## config.mk

```make
export PLATFORM = sky130hd
export DESIGN_NAME = sqt3_comp
export DESIGN_NICKNAME = d
export VERILOG_FILES = /design/src/sqt3_pkg.sv /design/src/sqt3_comp.sv
export SDC_FILE = /design/constraint.sdc
export NUM_CORES = 2
export LEC_CHECK = 0
export BUFFER_PORTS_ARGS = -buffer_cell sky130_fd_sc_hd__buf_2
export CAP_MARGIN = 0
export CORE_ASPECT_RATIO = 1.2
export CORE_MARGIN = 4
export CORE_UTILIZATION = 60
export CTS_CLUSTER_SIZE = 40
export DETAILED_ROUTE_END_ITERATION = 10
export GPL_TIMING_DRIVEN = 0
export PLACE_DENSITY_LB_ADDON = 0.15
export SYNTH_ARGS = -nofsm -noshare
export SYNTH_HDL_FRONTEND = slang
export SYNTH_SLANG_ARGS = --single-unit
```

## constraint.sdc

```tcl
create_clock -name clock -period 16.01 [get_ports clock]
set_clock_uncertainty 0.1 [all_clocks]
set_input_delay 1.601 -clock clock [delete_from_list [all_inputs] [get_ports clock]]
set_output_delay 1.601 -clock clock [all_outputs]
set_load 0.01 [all_outputs]
```

## src/sqt3_pkg.sv

```systemverilog
// ----------------------------------------------------------------------------
// sqt3_pkg: shared types and constants for the smallest-three decoder
// Field widths, dequantization constants and the beat that runs down the
// square-root cell chain.
// ----------------------------------------------------------------------------
`default_nettype none

package sqt3_pkg;

   localparam int CODE_W      = 15;   // quantized component code
   localparam int Q14_W       = 16;   // signed Q2.14 result
   localparam int MAG_W       = 15;   // |2q - 32767|
   localparam int V30_W       = 30;   // component magnitude in Q1.30
   localparam int SQ_W        = 60;   // square of a Q1.30 magnitude
   localparam int SUM_W       = 61;   // sum of three squares
   localparam int RAD_W       = 62;   // radicand, padded to whole digit pairs
   localparam int ROOT_W      = 31;   // floor(sqrt) of the radicand
   localparam int PART_W      = 33;   // partial remainder of the root
   localparam int NUM_CELLS   = RAD_W / 2;
   localparam int FRONT_STAGES = 3;   // dequantizer depth
   localparam int REQ_DATA_W  = 48;
   localparam int RSP_DATA_W  = 4 * Q14_W;

   // 3037000500 / 131068 = 23171 remainder 23872
   localparam logic [MAG_W-1:0]  COEF_INT   = 15'd23171;
   localparam logic [MAG_W-1:0]  COEF_FRAC  = 15'd23872;
   localparam logic [V30_W-1:0]  ROUND_HALF = 30'd65534;
   localparam logic [17:0]       DIVISOR    = 18'd131068;
   localparam logic [15:0]       CODE_MAX   = 16'd32767;
   localparam logic [SUM_W-1:0]  ONE_Q60    = 61'h1000_0000_0000_0000;
   localparam logic [V30_W-1:0]  HALF_Q14   = 30'd32768;
   localparam logic [ROOT_W-1:0] HALF_ROOT  = 31'd32768;

   typedef enum logic [1:0] {
      DROP_X = 2'd0,
      DROP_Y = 2'd1,
      DROP_Z = 2'd2,
      DROP_W = 2'd3
   } drop_type;

   typedef struct packed {
      drop_type                 drop;
      logic signed [Q14_W-1:0]  comp_a;
      logic signed [Q14_W-1:0]  comp_b;
      logic signed [Q14_W-1:0]  comp_c;
   } side_type;

   typedef struct packed {
      logic                valid;
      side_type            side;
      logic [RAD_W-1:0]    rad;
      logic [ROOT_W-1:0]   root;
      logic [PART_W-1:0]   part;
   } cell_beat_type;

endpackage

`default_nettype wire

```

## src/sqt3_comp.sv

```systemverilog
// ----------------------------------------------------------------------------
// sqt3_comp: component dequantizer
// In three stages (A to C), maps one 15-bit code to its Q1.30 magnitude and
// then gives the rounded Q2.14 value and the exact square of the Q1.30 magnitude.
// ----------------------------------------------------------------------------
`default_nettype none

module sqt3_comp
   import sqt3_pkg::*;
(
   input  wire logic                    clock,
   input  wire logic                    enable,
   input  wire logic [CODE_W-1:0]       code,
   output logic      [SQ_W-1:0]         square,
   output logic signed [Q14_W-1:0]     value
);

   logic [15:0]        two_q;
   logic [MAG_W-1:0]   mag;
   logic [V30_W-1:0]   base_in, base_ff;
   logic [V30_W-1:0]   frac_in, frac_ff;
   logic               neg_in, neg_ff, neg2_ff;
   logic [12:0]        coarse;
   logic [17:0]        resid;
   logic [13:0]        quot;
   logic [V30_W-1:0]   mag30_in, mag30_ff;
   logic [SQ_W-1:0]    square_in, square_ff;
   logic [V30_W-1:0]   rounded;
   logic signed [Q14_W-1:0] value_in, value_ff;

   // stage A: magnitude of 2q - 32767 times the split reciprocal constant
   assign two_q   = {code, 1'b0};
   assign mag     = code[CODE_W-1] ? MAG_W'(two_q - CODE_MAX) : MAG_W'(CODE_MAX - two_q);
   assign neg_in  = ~code[CODE_W-1];
   assign base_in = V30_W'(mag) * V30_W'(COEF_INT);
   assign frac_in = V30_W'(mag) * V30_W'(COEF_FRAC) + ROUND_HALF;

   // stage B: divide by 131068; the shift by 17 undershoots by at most one
   assign coarse   = frac_ff[29:17];
   assign resid    = 18'(frac_ff[16:0]) + {3'b000, coarse, 2'b00};
   assign quot     = 14'(coarse) + 14'(resid >= DIVISOR);
   assign mag30_in = base_ff + V30_W'(quot);

   // stage C: square of the Q1.30 magnitude, round to Q2.14
   assign square_in = {30'd0, mag30_ff} * {30'd0, mag30_ff};
   assign rounded   = mag30_ff + HALF_Q14;
   assign value_in  = neg2_ff ? -$signed(Q14_W'(rounded[29:16]))
                              :  $signed(Q14_W'(rounded[29:16]));

   always_ff @(posedge clock) begin
      if (enable) begin
         base_ff   <= base_in;
         frac_ff   <= frac_in;
         neg_ff    <= neg_in;
         mag30_ff  <= mag30_in;
         neg2_ff   <= neg_ff;
         square_ff <= square_in;
         value_ff  <= value_in;
      end
   end

   assign square = square_ff;
   assign value  = value_ff;

endmodule

`default_nettype wire

```

==> results.txt <==
Count of warnings emitted by yosys: 0. The number of synthesized flops with an enable pin was 159. The number of antenna violations at the first check in global routing is 3. The clock passes through at most 2 buffers.

The first global-routing pass estimated 177000 um of wire. The worst register-to-register path begins at mag30_ff[11]. The half-perimeter wire length of the detailed placement result was 98100 um; the number of global-route vias before repair was 30900.

Cells with a size suffix above 1 make up 3.93% of the layout. After detailed routing, the number of remaining DRC violations is 0. Summing the sequential cell areas from Yosys gives 12.2% of the chip area. Summing every instance area after synthesis gives 39000 sq um.

For the number of sinks on the clock net, the log shows 159. The register clock-pin slew on the reported worst setup and hold paths is 0.07 ns. The root buffer cell chosen for the clock tree is clkbuf_16. Counting cells, the worst reg-to-reg path comes to 26. The run finished with clean final reports. TritonCTS built the clock tree. Hold path endpoint: neg2_ff. For this block, the initial DRC count from the detailed router was 1840.

Number of slew-limit violations in the final report: 0. The clock tree synthesis step divided the H-tree into 4 levels. The maximum number of pins on one net before global-route repair is 89. The headroom to the max-slew limit was 12.8%. The type of the worst setup path was flop to flop. The number of violations of the max-capacitance limit was 0. Compared with the post-synthesis result, the final layout area differs by 5.61%. The run gives 0 as the number of instances resized during post-cts repair. The tools report the number of placed instances, taps included as 4921. The logs give 6350 um for the met3 wire length and 5244 for the number of nets in the synthesized netlist. The worst register-to-register path ends at square[59]. Setup repair after global routing left no endpoint under its margin. The die is 287 um tall.

For the worst setup path, the data arrival time is 10.60 ns. At the end of routability-driven placement, the weighted congestion stood at 1.04. The initialized floorplan defines 102 standard-cell rows. The count of different cell masters after synthesis is 81. Critical path launch point: mag30_ff[11]. Buffers added to address setup during post-CTS repair amount to 0. For the pin with the worst max-slew slack, the measured transition is 1.31 ns. The final total negative setup slack is 0 ns, and the final-stage net count is 5354.

After detailed routing, the met2 layer carries 60000 um of wire. Kind of start point of the critical path: a flop. Each instance of the synthesized netlist takes up on average 9.76 sq um.

Worst min-delay path class: flop to flop. The clock period could shrink to 10.49 ns. The routed layout has 28300 vias. Before antenna repair, the detailed router went through 5 iterations.

Global routing finished with a remaining overflow of 0. Maximum operating frequency: 95.3 MHz. The non-filler instance count after layout is 4956. Synthesis-stage register bit count: 159. The worst hold path begins at neg_ff. The wire length per cell came out at 23.6 um. Summed over its instances, the top area cell type makes up 40.5% of the synthesized netlist area. The count of nets left with antenna violations once routing finished came out at 0. The die is 241 um wide. For this run, the leading register cell type out of synthesis is edfxtp_1.

The biggest area contributor in the post-synthesis netlist is fa_1. After detailed routing, no signal wire sits above met4. The async set or reset register ratio after synthesis was 0%.

The floorplan step defined a die boundary enclosing 69200 sq um. Synthesis handed over a netlist of 3998 instances. Yosys attributes the largest share of cell area to fa_1, ha_1, edfxtp_1.

During placement, the flow inserted port buffers numbering 90. The total global-route track usage was 35.0%. Wire length the detailed router placed on met1: 38000 um.

The tools report the worst-case register-to-register setup slack as 5.52 ns. The number of cells traversed by the worst hold path came out at 0. The number of buffers inserted for hold repair after clock tree synthesis was 0. In this run the count of I/O pins placed on the die edge is 93. The post-route fraction of the period consumed by the critical path works out to 65.5%. The run gives 64400 sq um as the standard cell core area. The total wire length after detailed routing came out at 117000 um. Clock tree synthesis inserted a total of 17 buffers. The run gives 60.5% as the initial cell density of the core.

The tools report the final-report hold violation count as 0. For the latest clock arrival within the worst-skew pair, the log shows 0.48 ns. For the worst setup path, the data required time is 16.12 ns. Along the worst path, the maximum fanout reaches 10.

The kind of capture point of the worst setup path is a flop. The run gives 0 as the count of final setup violators. In the routed layout, each cell is associated on average with a via count of 5.70.
-- worst max-delay path, stage by stage (launching register included) --
cell and delay (ns):
edfxtp_1 0.77, clkbuf_1 0.80, clkbuf_1 0.82, nand2_1 0.19
fa_1 0.58, inv_1 0.09, fa_1 0.48, inv_1 0.05
fa_1 0.46, fa_1 0.54, inv_1 0.05, fa_1 0.55
fa_1 0.45, fa_1 0.52, inv_1 0.07, fa_1 0.72
inv_1 0.10, ha_1 0.28, clkbuf_1 0.30, a21oi_1 0.11
o211ai_1 0.11, nor2_1 0.09, a2111oi_0 1.00, nor3_1 0.27
o2111ai_1 0.39, o211ai_1 0.16, xnor2_1 0.15
-- layout make-up --
cell class,count,area (sq um)
fillers,5513,23300
diodes,3,7.51
flip-flops and latches,159,4770
clock inverters,15,223
multi-input cells,2635,29700
well taps,832,1040
clock buffers,17,425
plain buffers,119,460
inverters,1085,4070
repair buffers,91,484
-- flip-flops by register name, indices dropped and copies added, names as in the netlist --
signal / count
frac_ff: 23
neg2_ff: 1
base_ff: 29
mag30_ff: 30
neg_ff: 1
value: 16
square: 59
-- cells in the mapped netlist (8+ instances only) --
master    count
fa_1        790
xnor2_1     144
a211oi_1     18
nor3_1       30
ha_1        439
nor2_1      119
and3_1       23
a21oi_1     108
and2_1      184
o21bai_1     22
inv_1      1083
nand3_1      43
or3_1        14
o21ai_1       8
o21ai_0      53
a21o_1       47
o21a_1       12
a31oi_1      16
nor3b_1      10
clkbuf_1    108
nand2b_1     10
nor2b_1      15
o211ai_1     17
nand2_1     314
edfxtp_1    159
nand4_1      30
xor2_1       60
-- placed cells by master, fill, tap and decap left out, types with 23 or more instances in the layout --
| cell type | count |
|---|---|
| a21o_1 | 47 |
| a21oi_1 | 108 |
| and2_1 | 184 |
| and3_1 | 23 |
| buf_2 | 94 |
| clkbuf_1 | 108 |
| edfxtp_1 | 159 |
| fa_1 | 790 |
| ha_1 | 439 |
| inv_1 | 1083 |
| nand2_1 | 314 |
| nand3_1 | 43 |
| nand4_1 | 30 |
| nor2_1 | 119 |
| nor3_1 | 30 |
| o21ai_0 | 53 |
| xnor2_1 | 143 |
| xor2_1 | 60 |
-- worst max path at each step --
stage          slack, ns          to
2_1_floorplan       8.38  square[47]
3_3_place_gp        5.77  square[59]
3_5_place_dp        5.81  square[59]
4_1_cts             5.80  square[59]
5_1_grt             5.52  square[59]
6_report            5.52  square[59]
-- through the flow --
| stage | util (%) | area (sq um) | hold WS [ns] | setup WS [ns] |
|---|---|---|---|---|
| floorplan | - | 39000 | 0.300 | 8.38 |
| global placement | 62.8 | 40500 | 0.303 | 5.77 |
| detailed placement | 62.9 | 40500 | 0.312 | 5.81 |
| CTS | 63.9 | 41200 | 0.328 | 5.80 |
| global route | 63.9 | 41200 | 0.342 | 5.52 |
| finish | 63.9 | 41200 | 0.326 | 5.52 |
-- kinds of logic after synthesis --
kind of cell / Yosys count / share of synthesized area [%]
other: 1 / 0.00961
XOR/XNOR: 204 / 4.58
adder cells (fa/ha/maj): 1229 / 54.6
buffers and inverters: 1204 / 11.6
AO/OA/AOI/OAI: 370 / 6.30
AND/OR/NAND/NOR: 825 / 10.4
multiplexers: 6 / 0.164
flip-flops: 159 / 12.2
-- metal layers --
| metal | GRT usage [%] | up-vias |
|---|---|---|
| li1 | - | 12500 |
| met5 | 0 | - |
| met3 | 4.92 | 458 |
| met1 | 36.1 | 14300 |
| met4 | 28.8 | 0 |
| met2 | 62.5 | 1053 |
Power is left out: the tool's default activity adds up to more than one toggle a clock period on the data nets, which glitch-free logic cannot reach.
