==> src/sqt3_pkg.sv <==
// ----------------------------------------------------------------------------
// sqt3_pkg: shared types and constants for the smallest-three decoder
// Field widths, dequantization constants and the beat that runs down the
// square-root cell chain.
// ----------------------------------------------------------------------------
`default_nettype none

package sqt3_pkg;

   localparam int CODE_W      = 15;   // quantized component code
   localparam int Q14_W       = 16;   // signed Q2.14 result
   localparam int MAG_W       = 15;   // |2q - 32767|
   localparam int V30_W       = 30;   // component magnitude in Q1.30
   localparam int SQ_W        = 60;   // square of a Q1.30 magnitude
   localparam int SUM_W       = 61;   // sum of three squares
   localparam int RAD_W       = 62;   // radicand, padded to whole digit pairs
   localparam int ROOT_W      = 31;   // floor(sqrt) of the radicand
   localparam int PART_W      = 33;   // partial remainder of the root
   localparam int NUM_CELLS   = RAD_W / 2;
   localparam int FRONT_STAGES = 3;   // dequantizer depth
   localparam int REQ_DATA_W  = 48;
   localparam int RSP_DATA_W  = 4 * Q14_W;

   // 3037000500 / 131068 = 23171 remainder 23872
   localparam logic [MAG_W-1:0]  COEF_INT   = 15'd23171;
   localparam logic [MAG_W-1:0]  COEF_FRAC  = 15'd23872;
   localparam logic [V30_W-1:0]  ROUND_HALF = 30'd65534;
   localparam logic [17:0]       DIVISOR    = 18'd131068;
   localparam logic [15:0]       CODE_MAX   = 16'd32767;
   localparam logic [SUM_W-1:0]  ONE_Q60    = 61'h1000_0000_0000_0000;
   localparam logic [V30_W-1:0]  HALF_Q14   = 30'd32768;
   localparam logic [ROOT_W-1:0] HALF_ROOT  = 31'd32768;

   typedef enum logic [1:0] {
      DROP_X = 2'd0,
      DROP_Y = 2'd1,
      DROP_Z = 2'd2,
      DROP_W = 2'd3
   } drop_type;

   typedef struct packed {
      drop_type                 drop;
      logic signed [Q14_W-1:0]  comp_a;
      logic signed [Q14_W-1:0]  comp_b;
      logic signed [Q14_W-1:0]  comp_c;
   } side_type;

   typedef struct packed {
      logic                valid;
      side_type            side;
      logic [RAD_W-1:0]    rad;
      logic [ROOT_W-1:0]   root;
      logic [PART_W-1:0]   part;
   } cell_beat_type;

endpackage

`default_nettype wire

==> src/sqt3_cell.sv <==
// ----------------------------------------------------------------------------
// sqt3_cell: one digit-pair step of the square-root chain
// Takes the next two radicand bits, tries the new root bit, registers the
// updated root and remainder and hands the beat to the next cell.
// ----------------------------------------------------------------------------
`default_nettype none

module sqt3_cell
   import sqt3_pkg::*;
(
   input  wire logic          clock,
   input  wire logic          reset,
   input  wire logic          enable,
   input  wire cell_beat_type beat_in,
   output cell_beat_type      beat_out
);

   logic [PART_W+1:0] pending;
   logic [PART_W+1:0] trial;
   logic              fits;
   cell_beat_type     beat_in_n;
   logic              valid_ff;
   cell_beat_type     data_ff;

   assign pending = {beat_in.part, beat_in.rad[RAD_W-1 -: 2]};
   assign trial   = (PART_W+2)'({beat_in.root, 2'b01});
   assign fits    = pending >= trial;

   always_comb begin
      beat_in_n       = beat_in;
      beat_in_n.rad   = {beat_in.rad[RAD_W-3:0], 2'b00};
      beat_in_n.root  = {beat_in.root[ROOT_W-2:0], fits};
      beat_in_n.part  = fits ? PART_W'(pending - trial) : PART_W'(pending);
   end

   always_ff @(posedge clock) begin
      if (reset) begin
         valid_ff <= 1'b0;
      end else if (enable) begin
         valid_ff <= beat_in.valid;
      end
   end

   always_ff @(posedge clock) begin
      if (enable) begin
         data_ff <= beat_in_n;
      end
   end

   always_comb begin
      beat_out       = data_ff;
      beat_out.valid = valid_ff;
   end

endmodule

`default_nettype wire

==> config.mk <==
export PLATFORM = sky130hd
export DESIGN_NAME = sqt3_cell
export DESIGN_NICKNAME = d
export VERILOG_FILES = /design/src/sqt3_pkg.sv /design/src/sqt3_cell.sv
export SDC_FILE = /design/constraint.sdc
export NUM_CORES = 1
export LEC_CHECK = 0
export BUFFER_PORTS_ARGS = -buffer_cell sky130_fd_sc_hd__buf_2
export CAP_MARGIN = 15
export CELL_PAD_IN_SITES_DETAIL_PLACEMENT = 1
export CELL_PAD_IN_SITES_GLOBAL_PLACEMENT = 2
export CORE_ASPECT_RATIO = 1.25
export CORE_MARGIN = 8
export CORE_UTILIZATION = 30
export DETAILED_ROUTE_END_ITERATION = 10
export PLACE_DENSITY = 0.93
export SYNTH_ARGS = -nofsm -noshare
export SYNTH_HDL_FRONTEND = slang
export SYNTH_SLANG_ARGS = --single-unit
==> constraint.sdc <==
create_clock -name clock -period 3.2 [get_ports clock]
set_clock_uncertainty 0.05 [all_clocks]
set_input_delay 0.16 -clock clock [delete_from_list [all_inputs] [get_ports clock]]
set_output_delay 0.16 -clock clock [all_outputs]
set_load 0.005 [all_outputs]
==> results.sh, run 1 <==
export IMPL_die_h_um=196.6
export IMPL_final_layout_size_suffix_gt1_share_pct=40.27
export IMPL_worstMarginPinSlew_ps=631.2
export IMPL_cts_tree="built"
export IMPL_status="completed"
export IMPL_pre_cts_ws_ps=82.36
export IMPL_gp_congestion=0.8227
export IMPL_worst_setup_path_end_kind="flop"
export IMPL_io_buffers=354
export IMPL_synth_compound_area_share_pct=11.64
export IMPL_fill_cells=2748
export IMPL_fin_setup_tns_ps=0
export IMPL_synthCells=564
export IMPL_core_mm2=0.02585
export IMPL_path_class="in -> reg"
export IMPL_syn_to_final_growth_pct=57.36
export IMPL_cts_buffers=17
export IMPL_seq_power_share_pct=46.3
export IMPL_hold_violations=0
export IMPL_die_x_um=160.5
export IMPL_slowest_stage="or4_4"
export IMPL_cp_start_kind="primary input"
export IMPL_grt_use_met1_pct=21.05
export IMPL_met2_usage_pct=38.30
export IMPL_synthMuxAreaShare_pct=1.039
export IMPL_clk_pin_slew_worst_paths_ps=70
export IMPL_via_count=6845
export IMPL_grt_first_pass_wirelength_um=48130
export IMPL_grt_max_degree=96
export IMPL_synth_simple_area_share_pct=8.169
export IMPL_ys_ff_latch=175
export IMPL_p_int_uw=4410
export IMPL_overflow=0
export IMPL_leakagePower_uw=0.005332
export IMPL_drc_errors=0
export IMPL_insertion_delay_ps=430
export IMPL_multi_input_area_mm2=0.002331
export IMPL_grtUsageMet3_pct=5.364
export IMPL_synth_edf_count=174
export IMPL_grt_busiest_layer="met2"
export IMPL_dieArea_mm2=0.03154
export IMPL_synthAdderAreaFrac_pct=5.276
export IMPL_seqCellArea_mm2=0.005245
export IMPL_drv_cap=0
export IMPL_synth_xor_xnor_area_share_pct=3.133
export IMPL_path_cells="dlygate4sd3_1 -> buf_2 -> ha_1 -> nand3_2 -> a21oi_1 -> or4_4 -> a31oi_4 -> o21ai_2 -> a2111oi_2 -> nor3_1 -> mux2_4"
export IMPL_synthArstFlopShare_pct=0
export IMPL_fmax_mhz=329.0
export IMPL_final_cell_mix="buf_2, edfxtp_1, dlygate4sd3_1, nor2_1, inv_1"
export IMPL_viasPerCell=4.698
export IMPL_synth_warnings=0
export IMPL_drtIter0Drc=321
export IMPL_root_buffer="clkbuf_16"
export IMPL_drtAntennaViolNets=0
export IMPL_ys_flop_type="edfxtp_1"
export IMPL_setup_viol_count_final=0
export IMPL_placed_cells=1263
export IMPL_crit_fanout=6
export IMPL_cts_htree_levels=4
export IMPL_wl_per_cell_um=22.41
export IMPL_slowest_delay_ps=570
export IMPL_crit_arrival_ps=3180
export IMPL_power_density_mw_per_mm2=500.8
export IMPL_dpl_hpwl_um=22640
export IMPL_pin_count=357
export IMPL_comb_power_share_pct=20.2
export IMPL_stdcell_count=1457
export IMPL_slew_headroom_pct=57.67
export IMPL_cp_required_ps=3340
export IMPL_setup_slack_ps=160.7
export IMPL_nets=1315
export IMPL_p_sw_uw=1758
export IMPL_synth_top_family_by_area="compound AO/OA/AOI/OAI gates"
export IMPL_p_clk_share_pct=33.5
export IMPL_hp_class="in -> reg"
export IMPL_start_util_pct=30.28
export IMPL_layout_commonest_cell="buf_2"
export IMPL_path_buf_inv=2
export IMPL_antenna_found_initial=3
export IMPL_min_period_over_period_pct=94.98
export IMPL_wl_um=32650
export IMPL_clock_sinks=175
export IMPL_slew_violations=0
export IMPL_critPathTopFamily="compound AO/OA/AOI/OAI gates"
export IMPL_cts_max_path_buffers=2
export IMPL_grt_setup_unrepaired="false"
export IMPL_rows=66
export IMPL_yosysUniqueCellTypes=63
export IMPL_period_minus_slack_ps=3039
export IMPL_ys_seq_area_share_pct=67.02
export IMPL_syn_cell_area_mm2=0.007826
export IMPL_grt_pass1_vias=7657
export IMPL_avgSynthCellArea_um2=13.88
export IMPL_gr_usage_all_layers_pct=20.20
export IMPL_drt_pre_antenna_iters=4
export IMPL_sw_frac_of_total_pct=28.50
export IMPL_vdd_ir_drop_max_mv=0.3191
==> sequential cells by signal, summed over array words and instances, names as in the netlist <==
signal and cells:
beat_out 174, valid_ff 1
==> power groups by stage <==
stage / Sequential (uW) / Clock (uW) / Combinational (uW)
CTS: 2840 / 2100 / 1220
global route: 2870 / 2180 / 1350
floorplan: 2910 / 0 / 451
global placement: 2880 / 0 / 1030
finish: 2860 / 2070 / 1240
detailed placement: 2890 / 0 / 1060
==> synthesized netlist by cell type, types with 2 or more instances <==
cell,count,share of area [%]
o21ai_0,18,1.2
xor2_1,15,1.7
nor4_1,2,0.16
nand2_1,26,1.2
nand2_2,2,0.16
a21o_1,7,0.67
o2111ai_1,2,0.22
ha_1,33,5.3
a31oi_1,5,0.40
o2111a_1,2,0.29
a2111oi_0,3,0.34
mux2_2,2,0.29
inv_1,43,2.1
clkbuf_1,3,0.14
nand2b_1,6,0.48
nor2_1,46,2.2
a211oi_1,6,0.58
a21oi_2,17,1.9
a221oi_1,3,0.34
o21ai_2,3,0.34
buf_6,5,0.72
and3_1,6,0.48
mux2_1,3,0.43
xnor2_1,13,1.5
or3_1,2,0.16
buf_4,6,0.58
a2111oi_2,2,0.38
nor3_1,10,0.64
edfxtp_1,174,67
nand4_1,4,0.32
buf_2,2,0.13
o21bai_1,6,0.58
a21oi_1,40,2.6
o211ai_1,3,0.29
nand3_1,15,0.96
nor2b_1,2,0.16
==> repair_timing <==
item / in CTS / in global routing
setup endpoints to repair: 0 / 26
hold endpoints to repair: 155 / 0
hold buffers: 155 / 0
resized for setup: 0 / 8
setup buffers: 0 / 5
==> layer usage <==
layer,share of wire (%),vias up
met2,54,272
met3,7.0,46
li1,-,3186
met4,2.5,4
met5,0.061,-
met1,36,3337
==> cell type report <==
cell class | instances | share of cell area (%)
Antenna cell | 2 | 0.04064
Multi-Input combinational cell | 330 | 18.93
Clock inverter | 15 | 1.229
Sequential cell | 175 | 42.59
Inverter | 44 | 1.341
Tap cell | 340 | 3.454
Timing Repair Buffer | 534 | 28.96
Clock buffer | 17 | 3.454
==> logic make-up (layout without fill, tap and decap cells) <==
group,after synthesis,count (layout)
other,1,4
flip-flops,175,175
multiplexers,7,7
XOR/XNOR,28,28
buffers and inverters,60,610
AND/OR/NAND/NOR,130,130
AO/OA/AOI/OAI,130,130
adder cells (fa/ha/maj),33,33
==> worst min-delay path, delay by kind of cell <==
kind	cells	cell delay (ps)
buffers and inverters	1	90
AOI/OAI and AO/OA	1	90
and+or+nand+nor	1	50
==> final timing paths <==
check	startpoint	cells past startpoint	to	slack, ps
setup / recovery	beat_in[4]	11	beat_out[28]	160
hold / removal	beat_in[22]	3	beat_out[24]	10
setup reg to reg	valid_ff	3	valid_ff	2000
hold reg to reg	valid_ff	3	valid_ff	1010
==> stage by stage <==
| step | util, % | instance area (um2) | power [uW] | hold slack [ps] |
|---|---|---|---|---|
| detailed placement | 39.02 | 10090 | 3947 | 274.2 |
| floorplan | - | 7830 | 3366 | 182.4 |
| global route | 47.64 | 12310 | 6409 | 22.65 |
| global placement | 39.02 | 10090 | 3903 | 272.3 |
| finish | 47.65 | 12320 | 6168 | 10.51 |
| CTS | 47.26 | 12210 | 6165 | 0.2741 |
Power figures use the tool's default switching activity.
==> run 2: changes to the inputs <==
--- a/config.mk
+++ b/config.mk
@@ -11,9 +11,9 @@
 export CELL_PAD_IN_SITES_GLOBAL_PLACEMENT = 2
 export CORE_ASPECT_RATIO = 1.25
 export CORE_MARGIN = 8
-export CORE_UTILIZATION = 30
+export CORE_UTILIZATION = 32
 export DETAILED_ROUTE_END_ITERATION = 10
-export PLACE_DENSITY = 0.93
+export PLACE_DENSITY = 0.95
 export SYNTH_ARGS = -nofsm -noshare
 export SYNTH_HDL_FRONTEND = slang
 export SYNTH_SLANG_ARGS = --single-unit
==> constraint.sdc (replaced) <==
create_clock -name clock -period 3.8 [get_ports clock]
set_clock_uncertainty 0.05 [all_clocks]
set_input_delay 0.19 -clock clock [delete_from_list [all_inputs] [get_ports clock]]
set_output_delay 0.19 -clock clock [all_outputs]
set_load 0.005 [all_outputs]
==> results.sh, run 2 (synthesized netlist as in run 1, its figures left out) <==
export IMPL_final_layout_size_suffix_gt1_share_pct=39.11
export IMPL_die_h_um=190.8
export IMPL_period_minus_slack_ps=3482
export IMPL_rows=64
export IMPL_crit_fanout=32
export IMPL_fin_setup_tns_ps=0
export IMPL_hp_start="beat_in[29]"
export IMPL_sw_frac_of_total_pct=28.52
export IMPL_overflow=0
export IMPL_grt_use_met1_pct=22.52
export IMPL_vdd_ir_drop_max_mv=0.3071
export IMPL_die_x_um=155.9
export IMPL_grt_busiest_layer="met2"
export IMPL_status="completed"
export IMPL_hold_violations=0
export IMPL_cts_buffers=17
export IMPL_stdcell_count=1415
export IMPL_cp_required_ps=3930
export IMPL_path_buf_inv=3
export IMPL_cts_htree_levels=4
export IMPL_p_sw_uw=1502
export IMPL_start_util_pct=32.26
export IMPL_seqCellArea_mm2=0.005245
export IMPL_drt_pre_antenna_iters=4
export IMPL_nets=1284
export IMPL_dpl_hpwl_um=23570
export IMPL_clock_sinks=175
export IMPL_insertion_delay_ps=430
export IMPL_crit_arrival_ps=3610
export IMPL_grt_first_pass_wirelength_um=47780
export IMPL_whs_endpoint="beat_out[31]"
export IMPL_hold_path_depth=3
export IMPL_hp_class="in -> reg"
export IMPL_cts_max_path_buffers=2
export IMPL_p_int_uw=3765
export IMPL_slowest_stage="dlygate4sd3_1"
export IMPL_comb_power_share_pct=19.3
export IMPL_gr_usage_all_layers_pct=21.94
export IMPL_slew_headroom_pct=35.12
export IMPL_seq_power_share_pct=45.6
export IMPL_wl_per_cell_um=23.74
export IMPL_io_buffers=354
export IMPL_grt_pass1_vias=7455
export IMPL_drv_cap=0
export IMPL_p_clk_share_pct=35.1
export IMPL_largest_reg_flops=174
export IMPL_placed_cells=1238
export IMPL_slew_violations=0
export IMPL_grt_max_degree=102
export IMPL_clk_pin_slew_worst_paths_ps=80
export IMPL_wl_um=33600
export IMPL_critPathTopFamily="compound AO/OA/AOI/OAI gates"
export IMPL_drtIter0Drc=309
export IMPL_power_density_mw_per_mm2=438.7
export IMPL_leakagePower_uw=0.005186
export IMPL_cp_start_kind="primary input"
export IMPL_pre_cts_ws_ps=487.4
export IMPL_grt_setup_unrepaired="false"
export IMPL_dieArea_mm2=0.02975
export IMPL_reg2reg_slack_ps=2600
export IMPL_final_cell_mix="buf_2, edfxtp_1, dlygate4sd3_1, nor2_1, inv_1"
export IMPL_syn_to_final_growth_pct=53.40
export IMPL_multi_input_area_mm2=0.002297
export IMPL_layout_commonest_cell="buf_2"
export IMPL_path_cells="dlygate4sd3_1 -> buf_2 -> inv_1 -> ha_1 -> nand4_1 -> nor3_1 -> nand3_1 -> o2111a_1 -> o21ai_1 -> a21bo_4 -> mux2_2"
export IMPL_fill_cells=2640
export IMPL_fin_util_pct=49.48
export IMPL_r2r_end="valid_ff"
export IMPL_gp_congestion=0.8286
export IMPL_fmax_mhz=287.2
export IMPL_setup_slack_ps=318.1
export IMPL_viasPerCell=4.780
export IMPL_met2_usage_pct=40.31
export IMPL_pin_count=357
export IMPL_post_cts_setup_buffer_count=0
export IMPL_drtAntennaViolNets=0
export IMPL_antenna_found_initial=4
export IMPL_setup_viol_count_final=0
export IMPL_holdWs_ps=30.17
export IMPL_r2r_cells=3
export IMPL_drc_errors=0
export IMPL_grtUsageMet3_pct=7.415
export IMPL_worstMarginPinSlew_ps=973.3
export IMPL_reg2reg_from="valid_ff"
export IMPL_worst_setup_path_end_kind="flop"
export IMPL_cts_tree="built"
export IMPL_path_class="in -> reg"
export IMPL_root_buffer="clkbuf_16"
export IMPL_core_mm2=0.02426
export IMPL_via_count=6764
export IMPL_min_period_over_period_pct=91.63
export IMPL_slowest_delay_ps=580
## run 2: cell types whose count changed in the layout (fill, tap and decap cells not counted), sizes merged
cell / change
buf: -20
bufinv: +1
clkinv: -5
clkinvlp: +1
diode: -1
dlygate4sd3: -11
inv: +3
## run 2: worst max path at each step
stage	startpoint	to	slack, ps	cells past startpoint
CTS	beat_in[44]	beat_out[7]	380	13
global route	beat_in[44]	beat_out[7]	110	13
global placement	beat_in[57]	beat_out[18]	490	11
floorplan	beat_in[41]	beat_out[28]	1180	11
finish	beat_in[44]	beat_out[20]	320	11
detailed placement	beat_in[57]	beat_out[9]	490	11
## run 2: layout make-up
cell class              instances  area share (%)
inverters                      44           1.376
multi-input cells             330           19.13
repair buffers                503           27.23
diodes                          1         0.02084
clock buffers                  17           3.544
clock inverters                15           1.563
flip-flops and latches        175           43.69
well taps                     330           3.439
## run 2: power groups by stage
stage / logic, uW / clock network [uW] / registers (uW)
after floorplan: 380 / 0 / 2450
after global placement: 859 / 0 / 2420
after detailed placement: 881 / 0 / 2430
after CTS: 1010 / 1890 / 2390
after global routing: 1100 / 1950 / 2410
final: 1020 / 1850 / 2400
## run 2: tightest hold or removal path, cell delays in order
cell	delay, ps
buf_2	100
nand3_1	50
o21ai_0	60
## run 2: timing repair
action                                 CTS  global route
endpoints found under the hold margin  143             0
gates resized for setup                  0             0
hold buffers                           144             0
## run 2: per-layer routing
layer / wire [um] / part of all wire [%]
met1: 12030 / 36
met2: 17640 / 53
met3: 2778 / 8.3
met4: 1105 / 3.3
met5: 37 / 0.11
## run 2: through the flow
stage                     area [um2]  total power [uW]
after floorplan                 7830              2834
after global placement          9948              3279
after detailed placement        9948              3312
after CTS                      12000              5287
after global routing           12010              5466
final                          12010              5267
